## src/hdl/prq_pkg.sv

```systemverilog
// Shared types and codes for the priority ready queue.
// Used by the channel interfaces, the cell row, the slice unit and the top level.
package prq_pkg;

  // Field widths fixed by the item format.
  localparam int unsigned PidW   = 22;
  localparam int unsigned PrioW  = 4;
  localparam int unsigned QuantW = 16;
  localparam int unsigned SliceW = 17;
  localparam int unsigned OccW   = 5;
  localparam int unsigned StatW  = 2;

  // Action codes of an input item.
  localparam logic ACT_ENQUEUE = 1'b0;
  localparam logic ACT_DEQUEUE = 1'b1;

  // Status codes of a result item.
  localparam logic [StatW-1:0] STATUS_OK    = 2'd0;
  localparam logic [StatW-1:0] STATUS_FULL  = 2'd1;
  localparam logic [StatW-1:0] STATUS_EMPTY = 2'd2;

  // Quantum value after reset.
  localparam logic [QuantW-1:0] QUANTUM_RESET = 16'd10;

  // One queue entry.
  typedef struct packed {
    logic [PrioW-1:0] prio;
    logic [PidW-1:0]  pid;
  } entry_t;

  // Control broadcast to every cell of the row.
  typedef struct packed {
    logic   push;
    logic   pop;
    entry_t new_entry;
  } cell_ctrl_t;

  // Contents of the result register.
  typedef struct packed {
    logic [StatW-1:0]  status;
    logic [PidW-1:0]   pid;
    logic [PrioW-1:0]  prio;
    logic [SliceW-1:0] slice;
    logic              slice_valid;
    logic [OccW-1:0]   occupancy;
  } rsp_t;

endpackage

```

## src/hdl/prq_req_if.sv

```systemverilog
// Request channel of the priority ready queue: enqueue or dequeue items.
// Depends on prq_pkg for field widths.
interface prq_req_if;
  logic                        valid;
  logic                        ready;
  logic                        action;
  logic [prq_pkg::PidW-1:0]    pid;
  logic [prq_pkg::PrioW-1:0]   priority_req;

  modport source (output valid, action, pid, priority_req, input ready);
  modport sink   (input valid, action, pid, priority_req, output ready);
endinterface

```

## src/hdl/prq_rsp_if.sv

```systemverilog
// Result channel of the priority ready queue.
// Depends on prq_pkg for field widths.
interface prq_rsp_if;
  logic                         valid;
  logic                         ready;
  logic [prq_pkg::StatW-1:0]    status;
  logic [prq_pkg::PidW-1:0]     out_pid;
  logic [prq_pkg::PrioW-1:0]    out_priority;
  logic [prq_pkg::SliceW-1:0]   slice_len;
  logic                         slice_valid;
  logic [prq_pkg::OccW-1:0]     occupancy;

  modport source (output valid, status, out_pid, out_priority, slice_len, slice_valid,
                  occupancy, input ready);
  modport sink   (input valid, status, out_pid, out_priority, slice_len, slice_valid,
                  occupancy, output ready);
endinterface

```

## src/hdl/prq_cfg_if.sv

```systemverilog
// Configuration write channel carrying the quantum register.
// Depends on prq_pkg for the register width.
interface prq_cfg_if;
  logic                         valid;
  logic                         ready;
  logic [prq_pkg::QuantW-1:0]   quantum;

  modport source (output valid, quantum, input ready);
  modport sink   (input valid, quantum, output ready);
endinterface

```

## src/hdl/prq_cell.sv

```systemverilog
// One cell of the sorted queue row: holds one entry and trades it with its neighbors.
// Depends on prq_pkg for entry and control types.
module prq_cell (
  input  logic                clk_i,
  input  prq_pkg::cell_ctrl_t ctrl_i,
  input  logic                occupied_i,
  input  logic                left_keep_i,
  input  prq_pkg::entry_t     left_entry_i,
  input  prq_pkg::entry_t     right_entry_i,
  output logic                keep_o,
  output prq_pkg::entry_t     entry_o
);

  prq_pkg::entry_t entry_q, entry_d;

  // A held entry stays in place on insert when its priority is at least the new one.
  assign keep_o  = occupied_i && (entry_q.prio >= ctrl_i.new_entry.prio);
  assign entry_o = entry_q;

  // Insert takes the new entry at the boundary and shifts right behind it;
  // pop shifts every entry one place toward the front.
  always_comb begin
    entry_d = entry_q;
    priority if (ctrl_i.push) begin
      if (!keep_o) begin
        entry_d = left_keep_i ? ctrl_i.new_entry : left_entry_i;
      end
    end else if (ctrl_i.pop) begin
      entry_d = right_entry_i;
    end else begin
      entry_d = entry_q;
    end
  end

  always_ff @(posedge clk_i) begin
    entry_q <= entry_d;
  end

endmodule

```

## src/hdl/prq_slice.sv

```systemverilog
// Time slice unit: scales the quantum by 1, 1.25, 1.5 or 2 for priorities 1 to 4.
// Depends on prq_pkg for widths.
module prq_slice (
  input  logic [prq_pkg::QuantW-1:0] quantum_i,
  input  logic [prq_pkg::PrioW-1:0]  prio_i,
  output logic [prq_pkg::SliceW-1:0] slice_o,
  output logic                       valid_o
);

  logic [prq_pkg::QuantW+2:0] q5;
  logic [prq_pkg::QuantW+1:0] q3;

  // Five and three times the quantum, built from shifts and one add each.
  assign q5 = {3'b000, quantum_i} + {1'b0, quantum_i, 2'b00};
  assign q3 = {2'b00, quantum_i} + {1'b0, quantum_i, 1'b0};

  // Truncating scale by priority; other priorities give no slice.
  always_comb begin
    unique case (prio_i)
      4'd1: begin
        slice_o = {1'b0, quantum_i};
        valid_o = 1'b1;
      end
      4'd2: begin
        slice_o = q5[prq_pkg::QuantW+2:2];
        valid_o = 1'b1;
      end
      4'd3: begin
        slice_o = q3[prq_pkg::QuantW+1:1];
        valid_o = 1'b1;
      end
      4'd4: begin
        slice_o = {quantum_i, 1'b0};
        valid_o = 1'b1;
      end
      default: begin
        slice_o = '0;
        valid_o = 1'b0;
      end
    endcase
  end

endmodule

```

## src/hdl/priority_ready_queue.sv

```systemverilog
// Top level of the stable priority ready queue: cell row, counter and result register.
// Depends on prq_pkg, the three channel interfaces, prq_cell and prq_slice.
//
//   Channel  Dir  Handshake      Payload
//   req_i    in   valid/ready    action, pid, priority_req
//   rsp_o    out  valid/ready    status, out_pid, out_priority, slice_len,
//                                slice_valid, occupancy
//   cfg_i    in   valid/ready    quantum
//
// One item per cycle is accepted unless a stalled result holds it; its result is
// registered in the result register. The cell row allows this rate: every cell
// compares its priority with the new entry in parallel and the row shifts on acceptance.
// Reset clears the entry count and loads the quantum with 10; the cells need no
// clearing pass, since only cells below the count are ever read.
// A stalled result holds the request side until it is taken or taken in the same cycle.
module priority_ready_queue #(
  parameter int unsigned QUEUE_DEPTH = 16
) (
  input  logic       clk_i,
  input  logic       rst_ni,
  prq_req_if.sink    req_i,
  prq_rsp_if.source  rsp_o,
  prq_cfg_if.sink    cfg_i
);

  localparam int unsigned CntW    = $clog2(QUEUE_DEPTH + 1);
  localparam int unsigned CntExtW = (CntW > prq_pkg::OccW) ? CntW : prq_pkg::OccW;

  logic [CntW-1:0]           count_q, count_d;
  logic [prq_pkg::QuantW-1:0] quantum_q;
  logic                      rsp_valid_q;
  prq_pkg::rsp_t             rsp_q, rsp_d;

  logic                      accept;
  logic                      is_full, is_empty;
  prq_pkg::cell_ctrl_t       ctrl;
  logic [CntExtW-1:0]        count_ext;
  logic [prq_pkg::SliceW-1:0] slice;
  logic                      slice_ok;

  logic                      keep    [QUEUE_DEPTH];
  logic                      occupied[QUEUE_DEPTH];
  prq_pkg::entry_t           entry   [QUEUE_DEPTH];

  // Handshakes: requests flow while the result register is free or draining.
  assign req_i.ready = !rsp_valid_q || rsp_o.ready;
  assign cfg_i.ready = 1'b1;
  assign accept      = req_i.valid && req_i.ready;

  assign is_full  = (count_q == CntW'(QUEUE_DEPTH));
  assign is_empty = (count_q == '0);

  // Control broadcast to the row.
  assign ctrl.push           = accept && (req_i.action == prq_pkg::ACT_ENQUEUE) && !is_full;
  assign ctrl.pop            = accept && (req_i.action == prq_pkg::ACT_DEQUEUE) && !is_empty;
  assign ctrl.new_entry.prio = req_i.priority_req;
  assign ctrl.new_entry.pid  = req_i.pid;

  // Row of cells; the front cell sees a kept left neighbor, the last one recycles itself.
  for (genvar i = 0; i < QUEUE_DEPTH; i++) begin : g_cell
    assign occupied[i] = (count_q > CntW'(i));
    if (i == 0) begin : g_front
      prq_cell u_cell (
        .clk_i         (clk_i),
        .ctrl_i        (ctrl),
        .occupied_i    (occupied[i]),
        .left_keep_i   (1'b1),
        .left_entry_i  (entry[i]),
        .right_entry_i (entry[(QUEUE_DEPTH > 1) ? 1 : 0]),
        .keep_o        (keep[i]),
        .entry_o       (entry[i])
      );
    end else if (i == QUEUE_DEPTH - 1) begin : g_back
      prq_cell u_cell (
        .clk_i         (clk_i),
        .ctrl_i        (ctrl),
        .occupied_i    (occupied[i]),
        .left_keep_i   (keep[i-1]),
        .left_entry_i  (entry[i-1]),
        .right_entry_i (entry[i]),
        .keep_o        (keep[i]),
        .entry_o       (entry[i])
      );
    end else begin : g_mid
      prq_cell u_cell (
        .clk_i         (clk_i),
        .ctrl_i        (ctrl),
        .occupied_i    (occupied[i]),
        .left_keep_i   (keep[i-1]),
        .left_entry_i  (entry[i-1]),
        .right_entry_i (entry[i+1]),
        .keep_o        (keep[i]),
        .entry_o       (entry[i])
      );
    end
  end

  // Slice for the entry at the front.
  prq_slice u_slice (
    .quantum_i (quantum_q),
    .prio_i    (entry[0].prio),
    .slice_o   (slice),
    .valid_o   (slice_ok)
  );

  // Entry count after this item.
  always_comb begin
    count_d = count_q;
    priority if (ctrl.push) begin
      count_d = count_q + 1'b1;
    end else if (ctrl.pop) begin
      count_d = count_q - 1'b1;
    end else begin
      count_d = count_q;
    end
  end

  assign count_ext = CntExtW'(count_d);

  // Result of the accepted item.
  always_comb begin
    rsp_d           = '0;
    rsp_d.occupancy = count_ext[prq_pkg::OccW-1:0];
    if (req_i.action == prq_pkg::ACT_ENQUEUE) begin
      rsp_d.status = is_full ? prq_pkg::STATUS_FULL : prq_pkg::STATUS_OK;
    end else if (is_empty) begin
      rsp_d.status = prq_pkg::STATUS_EMPTY;
    end else begin
      rsp_d.status      = prq_pkg::STATUS_OK;
      rsp_d.pid         = entry[0].pid;
      rsp_d.prio        = entry[0].prio;
      rsp_d.slice       = slice;
      rsp_d.slice_valid = slice_ok;
    end
  end

  // Control registers.
  always_ff @(posedge clk_i or negedge rst_ni) begin
    if (!rst_ni) begin
      count_q     <= '0;
      quantum_q   <= prq_pkg::QUANTUM_RESET;
      rsp_valid_q <= 1'b0;
    end else begin
      count_q <= count_d;
      if (cfg_i.valid && cfg_i.ready) begin
        quantum_q <= cfg_i.quantum;
      end
      if (accept) begin
        rsp_valid_q <= 1'b1;
      end else if (rsp_o.ready) begin
        rsp_valid_q <= 1'b0;
      end
    end
  end

  // Result payload register.
  always_ff @(posedge clk_i) begin
    if (accept) begin
      rsp_q <= rsp_d;
    end
  end

  assign rsp_o.valid        = rsp_valid_q;
  assign rsp_o.status       = rsp_q.status;
  assign rsp_o.out_pid      = rsp_q.pid;
  assign rsp_o.out_priority = rsp_q.prio;
  assign rsp_o.slice_len    = rsp_q.slice;
  assign rsp_o.slice_valid  = rsp_q.slice_valid;
  assign rsp_o.occupancy    = rsp_q.occupancy;

  // The count never passes the number of cells.
  a_count_bound : assert property (@(posedge clk_i) disable iff (!rst_ni)
    count_q <= CntW'(QUEUE_DEPTH))
    else $error("entry count exceeds queue depth");

  // A successful insert grows the count by exactly one.
  a_push_count : assert property (@(posedge clk_i) disable iff (!rst_ni)
    ctrl.push |=> count_q == $past(count_q) + 1'b1)
    else $error("insert did not advance the entry count");

  // An enqueue into a full queue reports full.
  a_full_status : assert property (@(posedge clk_i) disable iff (!rst_ni)
    (accept && (req_i.action == prq_pkg::ACT_ENQUEUE) && is_full)
      |=> rsp_o.status == prq_pkg::STATUS_FULL)
    else $error("full enqueue not reported");

  // The two front entries stay in priority order.
  a_front_sorted : assert property (@(posedge clk_i) disable iff (!rst_ni)
    (count_q >= CntW'(2)) |-> entry[0].prio >= entry[(QUEUE_DEPTH > 1) ? 1 : 0].prio)
    else $error("front entries out of priority order");

endmodule
```

## src/flat_wrapper.sv

```systemverilog
// flat-port wrapper written by rule: the top's interface ports become plain ports
module priority_ready_queue_flat 
#(
  parameter int unsigned QUEUE_DEPTH = 16
)
  (clk_i, rst_ni, req_i_valid, req_i_action, req_i_pid, req_i_priority_req, req_i_ready, rsp_o_valid, rsp_o_status, rsp_o_out_pid, rsp_o_out_priority, rsp_o_slice_len, rsp_o_slice_valid, rsp_o_occupancy, rsp_o_ready, cfg_i_valid, cfg_i_quantum, cfg_i_ready);
  prq_req_if req_i_i ();
  prq_rsp_if rsp_o_i ();
  prq_cfg_if cfg_i_i ();
  input  logic clk_i;
  input  logic rst_ni;
  input wire logic [$bits(req_i_i.valid)-1:0] req_i_valid;
  input wire logic [$bits(req_i_i.action)-1:0] req_i_action;
  input wire logic [$bits(req_i_i.pid)-1:0] req_i_pid;
  input wire logic [$bits(req_i_i.priority_req)-1:0] req_i_priority_req;
  output wire logic [$bits(req_i_i.ready)-1:0] req_i_ready;
  output wire logic [$bits(rsp_o_i.valid)-1:0] rsp_o_valid;
  output wire logic [$bits(rsp_o_i.status)-1:0] rsp_o_status;
  output wire logic [$bits(rsp_o_i.out_pid)-1:0] rsp_o_out_pid;
  output wire logic [$bits(rsp_o_i.out_priority)-1:0] rsp_o_out_priority;
  output wire logic [$bits(rsp_o_i.slice_len)-1:0] rsp_o_slice_len;
  output wire logic [$bits(rsp_o_i.slice_valid)-1:0] rsp_o_slice_valid;
  output wire logic [$bits(rsp_o_i.occupancy)-1:0] rsp_o_occupancy;
  input wire logic [$bits(rsp_o_i.ready)-1:0] rsp_o_ready;
  input wire logic [$bits(cfg_i_i.valid)-1:0] cfg_i_valid;
  input wire logic [$bits(cfg_i_i.quantum)-1:0] cfg_i_quantum;
  output wire logic [$bits(cfg_i_i.ready)-1:0] cfg_i_ready;
  assign req_i_i.valid = req_i_valid;
  assign req_i_i.action = req_i_action;
  assign req_i_i.pid = req_i_pid;
  assign req_i_i.priority_req = req_i_priority_req;
  assign req_i_ready = req_i_i.ready;
  assign rsp_o_valid = rsp_o_i.valid;
  assign rsp_o_status = rsp_o_i.status;
  assign rsp_o_out_pid = rsp_o_i.out_pid;
  assign rsp_o_out_priority = rsp_o_i.out_priority;
  assign rsp_o_slice_len = rsp_o_i.slice_len;
  assign rsp_o_slice_valid = rsp_o_i.slice_valid;
  assign rsp_o_occupancy = rsp_o_i.occupancy;
  assign rsp_o_i.ready = rsp_o_ready;
  assign cfg_i_i.valid = cfg_i_valid;
  assign cfg_i_i.quantum = cfg_i_quantum;
  assign cfg_i_ready = cfg_i_i.ready;
  priority_ready_queue #(.QUEUE_DEPTH(QUEUE_DEPTH)) u_core (.clk_i(clk_i), .rst_ni(rst_ni), .req_i(req_i_i), .rsp_o(rsp_o_i), .cfg_i(cfg_i_i));
endmodule
```

## config.mk

```make
export PLATFORM = sky130hd
export DESIGN_NAME = priority_ready_queue_flat
export DESIGN_NICKNAME = d
export VERILOG_FILES = /design/src/hdl/prq_pkg.sv /design/src/hdl/prq_req_if.sv /design/src/hdl/prq_rsp_if.sv /design/src/hdl/prq_cfg_if.sv /design/src/hdl/prq_cell.sv /design/src/hdl/prq_slice.sv /design/src/hdl/priority_ready_queue.sv /design/src/flat_wrapper.sv
export SDC_FILE = /design/constraint.sdc
export NUM_CORES = 1
export LEC_CHECK = 0
export BUFFER_PORTS_ARGS = -buffer_cell sky130_fd_sc_hd__buf_2
export CAP_MARGIN = 20
export CORE_MARGIN = 5
export CORE_UTILIZATION = 65
export DETAILED_ROUTE_END_ITERATION = 10
export PLACE_DENSITY = 0.87
export REMOVE_ABC_BUFFERS = 1
export SKIP_LAST_GASP = 1
export SLEW_MARGIN = 20
export SYNTH_ARGS = -nofsm -noshare
export SYNTH_HDL_FRONTEND = slang
export SYNTH_SLANG_ARGS = --single-unit
```

## constraint.sdc

```tcl
create_clock -name clk_i -period 12.5 [get_ports clk_i]
set_input_delay 2.5 -clock clk_i [delete_from_list [all_inputs] [get_ports clk_i]]
set_output_delay 2.5 -clock clk_i [all_outputs]
set_load 0.02 [all_outputs]
```

* After elaboration in Yosys (flattened, before gate mapping)
Cells that the tools add are included.
** Operators by class
- Bitwise gates (word level) :: 2
- Mux-type cells :: 69
- Eq/ne operators :: 20
- Reduce and logical (&&, ||, !) cells :: 46
- Magnitude comparators :: 32
- Add/subtract/negate cells :: 4
** Operators by type and width (count)
- $mux 26 :: 60
- $pmux 17 s4 :: 1
- $ge 4x4->1 :: 16
- $gt 5x4->1 const B :: 8
- $reduce_and 2->1 :: 16
- $ne 2x2->1 const B :: 15
- $logic_and 1x1->1 :: 21
- $gt 5x3->1 const B :: 4
- $add 16x18->19 :: 1
- $add 16x17->18 :: 1
- $gt 5x1->1 const B :: 2
- $gt 5x2->1 const B :: 2
- $mux 5 :: 2
- $eq 4x2->1 const B :: 2
- $add 5x1->5 const B :: 1
- $eq 5x5->1 const B :: 1
- $logic_not 5->1 :: 1
- $sub 5x1->5 const B :: 1
- $eq 4x1->1 const B :: 1
- $eq 4x3->1 const B :: 1
- $mux 1 :: 4
- $mux 2 :: 2
- $reduce_bool 2->1 :: 2
- $reduce_or 4->1 :: 1
- 4 further kinds :: 7
** Word-level totals
- Input port bits :: 48
- Register bits :: 489
- Word-level logic and storage cells :: 214

* Logic depth before layout (Yosys ltp)
- Depth after elaboration :: 7
- Depth in mapped cells :: 13
- Mapped depth without buffers :: 10

* Hierarchy
Synthesis repeated with hierarchy kept, for this count alone.
** Unflattened totals
- Cells, all modules :: 2423
- Area, all modules :: 27614.0 sq um
** By module, submodules not included
- prq_cell :: area an instance 1453.9 sq um, cells an instance 128, instances 16
- priority_ready_queue :: area an instance 3055.4 sq um, cells an instance 212, instances 1
- prq_slice :: area an instance 1296.2 sq um, cells an instance 163, instances 1

* Least setup slack after synthesis
No wires, ideal clock.
- Path type :: input port to flip-flop
- Start :: input req_i_priority_req[1]
- End :: register u_core.g_cell[6].g_mid.u_cell.entry_q (netlist bit u_core.g_cell[6].g_mid.u_cell.entry_o[0]) (enable)
- Required time :: 12.055 ns
- Stages on the path :: 9
- Setup time :: 0.445 ns
- Setup slack :: 6.031 ns
- Arrival :: 6.024 ns
- Cell sequence :: inv_1 ha_1 a21o_1 a211o_1 clkbuf_2 and2_1 buf_2 buf_2 o21ai_0
** Between the ends
- Word-level cells in the longest chain between the ends :: 4
** RTL lines
- start: declaration :: line flat_wrapper.sv:15 : input wire logic [$bits(req_i_i.priority_req)-1:0] req_i_priority_req;
- $ge 4x4->1 :: line prq_cell.sv:17 : assign keep_o = occupied_i && (entry_q.prio >= ctrl_i.new_entry.prio);
- $logic_and 1x1->1 :: line prq_cell.sv:17
- $ne 2x2->1 (no line)
- $reduce_and 2->1 (no line)
- end signal: assignment :: line prq_cell.sv:36 : entry_q <= entry_d;
- end: declaration :: line prq_cell.sv:14 : prq_pkg::entry_t entry_q, entry_d;
Every way passes these cells.
A chain may end at the register's enable or synchronous reset.

* Worst setup path in the final report
- Start :: input req_i_priority_req[1]
- End :: register u_core.g_cell[4].g_mid.u_cell.entry_q (netlist bit u_core.g_cell[4].g_mid.u_cell.entry_o[10]) (enable)
** Between the ends
- Word-level cells in the longest chain between the ends :: 4
** RTL lines (line)
- $ge 4x4->1 :: prq_cell.sv:17
- $logic_and 1x1->1 :: prq_cell.sv:17
- $ne 2x2->1 (no line)
- $reduce_and 2->1 (no line)
- end signal: assignment :: prq_cell.sv:36
- end: declaration :: prq_cell.sv:14
Every way passes these cells.

==> results.tsv <==
stage	metric	value	unit
sta	worst_pin_slew	1153	ps
die	io-pin-count	102	
placement	placed_area	27790	µm²
setup_path	crit_type	in -> reg	
logic_synthesis	synth_top_area_share	51.49	%
setup_path	reg2reg_slack	7410	ps
die	die_h	214.7	µm
grt	antenna_found_initial	0	
min_path	whs_endpoint	u_core.g_cell[14].g_mid.u_cell.entry_o[19]$_DFFE_PP_	
setup_path	critPathMaxStageDelay	930	ps
grt	grt_pass1_vias	22280	
placement	dp_cells	2956	
pwr	p_total	5.415	mW
pwr	combPwrFrac	29.1	%
clock_tree	htree_levels	2	
pwr	ir_drop	125.9	µV
die	num_rows	75	
placement	pre_cts_slack	5938	ps
placement	io_buffers	100	
sta	finalSetupViolations	0	
logic_synthesis	synth_edf_count	467	
grt	grt_use_total	33.27	%
routing	drtPass1Iterations	8	
clock_tree	root_buffer	clkbuf_16	
clock_tree	cts_tree	done	
clock_tree	post-cts-setup-buffers	0	
grt	grt_pass1_wl	124300	µm
final_layout	final_cells	3049	
sta	drv_slew	0	
logic_synthesis	synth.area.top_cells	edfxtp_1, o211ai_1, nand2_1	
setup_path	r2r_end	u_core.rsp_o.slice_len[15]$_SDFFCE_PP0P_	
setup_path	reg2reg_depth	9	
logic_synthesis	async_flop_share	4.499	%
die	die_w	214.7	µm
die	core_area	41670	µm²
sta	layout_setup_ws	6468	ps
status	status	finished, final reports clean	
logic_synthesis	synth_area_per_cell	10.80	µm²
logic_synthesis	synth_top_area_cell	edfxtp_1	
sta	rsz0062_at_grt	no	
die	die_area	46090	µm²
sta	max_slew_margin	22.78	%
pwr	p_sw	1.932	mW
job	max_cap_viol_count	0	
setup_path	crit_slowest_cell	a21o_1	
clock_tree	ctsResizeCount	0	
grt	grt-ovfl-total	0	
logic_synthesis	synthFlopType	edfxtp_1	
final_layout	syn2layout_area_growth	7.966	%
routing	vias_per_cell	7.357	
final_layout	final_nets	2606	
setup_path	worstPathMaxFanout	27	
setup_path	worstSetupStartpointType	input port	
min_path	hold_path.class	reg -> reg	
sta	hold_violations	0	
sta	final.setup.tns	0	ps
final_layout	antennaDiodeCount	0	
clock_tree	clock_latency	600	ps
logic_synthesis	ys_types	68	
pwr	p_leak	10.76	nW
pwr	cellPowerDensity	184.1	nW/µm²
pwr	power_frac_clock	27.7	%
min_path	whs_path_depth	2	
logic_synthesis	syn_inst	2522	
routing	detail_route.wirelength	79620	µm
clock_tree	clk_path_buf_depth	3	
die	initial_core_util	65.37	%
clock_tree	cts_sinks	489	
pwr	switching_share	35.68	%
routing	vias	22430	
sta	fmax	165.8	MHz
routing	wl_per_cell	26.11	µm
setup_path	crit_buf_inv	2	
logic_synthesis	ys_top_cells_by_count	o211ai_1, nand2_1, edfxtp_1	
logic_synthesis	ys_warn_count	0	
sta	fin_crit_sh	48.26	%
logic_synthesis	ys_seq_area_share	53.52	%
grt	grt_max_degree	247	
clock_tree	cts_made_buffers	51	
pwr	sequentialPowerShare	43.3	%
setup_path	crit_family	compound AO/OA/AOI/OAI gates	
placement	place_hpwl	52800	µm
pwr	internal-power	3.483	mW
setup_path	end_kind	flip-flop	
routing	ant_nets	0	
setup_path	crit_arrival	6240	ps
setup_path	required	12710	ps
logic_synthesis	synth_seq_cells	489	
sta	whs	537.0	ps
routing	drc	0	
sta	period_needed	6032	ps
min_path	min_from	u_core.g_cell[15].g_back.u_cell.entry_o[19]$_DFFE_PP_	
clock_tree	path_clk_slew	60	ps
final_layout	stdcell_area	29400	µm²
setup_path	cp_cell_sequence	buf_2 -> inv_1 -> ha_1 -> a21o_1 -> a211oi_4 -> or2_2 -> a21o_1	
final_layout	utilization	70.57	%
setup_path	r2r-start	u_core.g_cell[0].g_front.u_cell.entry_o[24]$_DFFE_PP_	
clock_tree	holdBufCountCts	0	
logic_synthesis	synth_most_common_cell	o211ai_1	
placement	place.gp.congestion	0.8999	
sta	fin_skew	13.23	ps
final_layout	final_layout_size_suffix_gt1_share	11.99	%
routing	dr.first_iter.drc_count	3456	
setup_path	cp_common_cell	a21o_1	
logic_synthesis	synth_area	27230	µm²
## cells in the final DEF, fill, tap and decap left out, types with 6 or more instances in the layout
cell / count
a211oi_1: 7
a211oi_2: 6
a21o_1: 19
a21o_2: 8
a21oi_1: 77
a221o_1: 52
a22oi_1: 11
and2_1: 25
and3_1: 27
buf_2: 100
buf_4: 42
clkbuf_1: 15
clkbuf_16: 53
clkinv_1: 11
clkinv_2: 9
dfrtp_1: 20
edfxtp_1: 467
ha_1: 87
inv_1: 31
mux2_2: 28
mux2i_1: 54
nand2_1: 513
nand2b_1: 15
nand3_1: 9
nor2_1: 27
nor2b_1: 29
o211ai_1: 539
o21ai_0: 97
o21ai_2: 12
o221ai_1: 10
or2_2: 10
## cells by family after synthesis
group	Yosys count	synth area share, %
compound gates	884	23.54
xor+xnor	10	0.3216
fa+ha+maj	88	4.070
buf+inv	281	4.429
flops	489	53.52
mux	82	3.142
other cells	1	0.01377
simple gates	687	10.97
## layout make-up
type / count / area (µm²)
timing repair buffer: 144 / 847.1
clock inverter: 25 / 214.0
fill: 2911 / 12260
clock buffer: 68 / 1383
tap: 539 / 674.4
inverter: 32 / 120.1
sequential: 489 / 14580
multi-input combinational: 1752 / 11590
## worst reg2reg max path: stages (launching register included)
cell and delay, ps:
edfxtp_1 580, nor3b_2 1010, and2_0 940, mux2_2 430, ha_1 430, nand3_1 180, a2111oi_0 810, a211oi_1 180
mux2i_1 190, nand3_1 90
## worst max path at each step
stage / startpoint / endpoint / slack, ps / depth (start not counted)
5_1_grt: req_i_priority_req[1] / u_core.g_cell[3].g_mid.u_cell.entry_o[4]$_DFFE_PP_ / 6280 / 7
2_1_floorplan: rsp_o_ready / u_core.g_cell[11].g_mid.u_cell.entry_o[25]$_DFFE_PP_ / -1440 / 4
3_5_place_dp: req_i_priority_req[1] / u_core.g_cell[3].g_mid.u_cell.entry_o[15]$_DFFE_PP_ / 5940 / 7
4_1_cts: req_i_priority_req[1] / u_core.g_cell[3].g_mid.u_cell.entry_o[4]$_DFFE_PP_ / 6530 / 7
3_3_place_gp: req_i_priority_req[1] / u_core.g_cell[3].g_mid.u_cell.entry_o[4]$_DFFE_PP_ / 6100 / 7
6_report: req_i_priority_req[1] / u_core.g_cell[4].g_mid.u_cell.entry_o[10]$_DFFE_PP_ / 6470 / 7
## layer usage
metal / part of all wire [%] / global-route usage (%) / wire length, µm
met5: 0 / 0 / 0
met4: 5.3 / 16.56 / 4233
met3: 8.7 / 4.208 / 6942
met2: 48 / 54.49 / 38370
met1: 38 / 44.32 / 30070
## registers in the layout, summed over array words and instances, names as in the netlist
register / count
u_core.g_cell.g_mid.u_cell.entry_o: 364
u_core.g_cell.g_front.u_cell.entry_o: 26
u_core.g_cell.g_back.u_cell.entry_o: 26
u_core.rsp_o.out_pid: 22
u_core.rsp_o.slice_len: 17
u_core.quantum_q: 16
u_core.count_q: 5
u_core.rsp_o.occupancy: 5
u_core.rsp_o.out_priority: 4
u_core.rsp_o.status: 2
u_core.rsp_o.slice_valid: 1
u_core.rsp_o.valid: 1
## power groups by stage
stage          clock (mW)  combinational [mW]  sequential, mW
3_5_place_dp            0                1.51            2.37
4_1_cts              1.51                1.53            2.34
2_1_floorplan           0                1.01            2.32
6_report             1.50                1.57            2.34
5_1_grt              1.58                1.69            2.36
3_3_place_gp            0                1.44            2.36
Power figures use the tool's default switching activity.
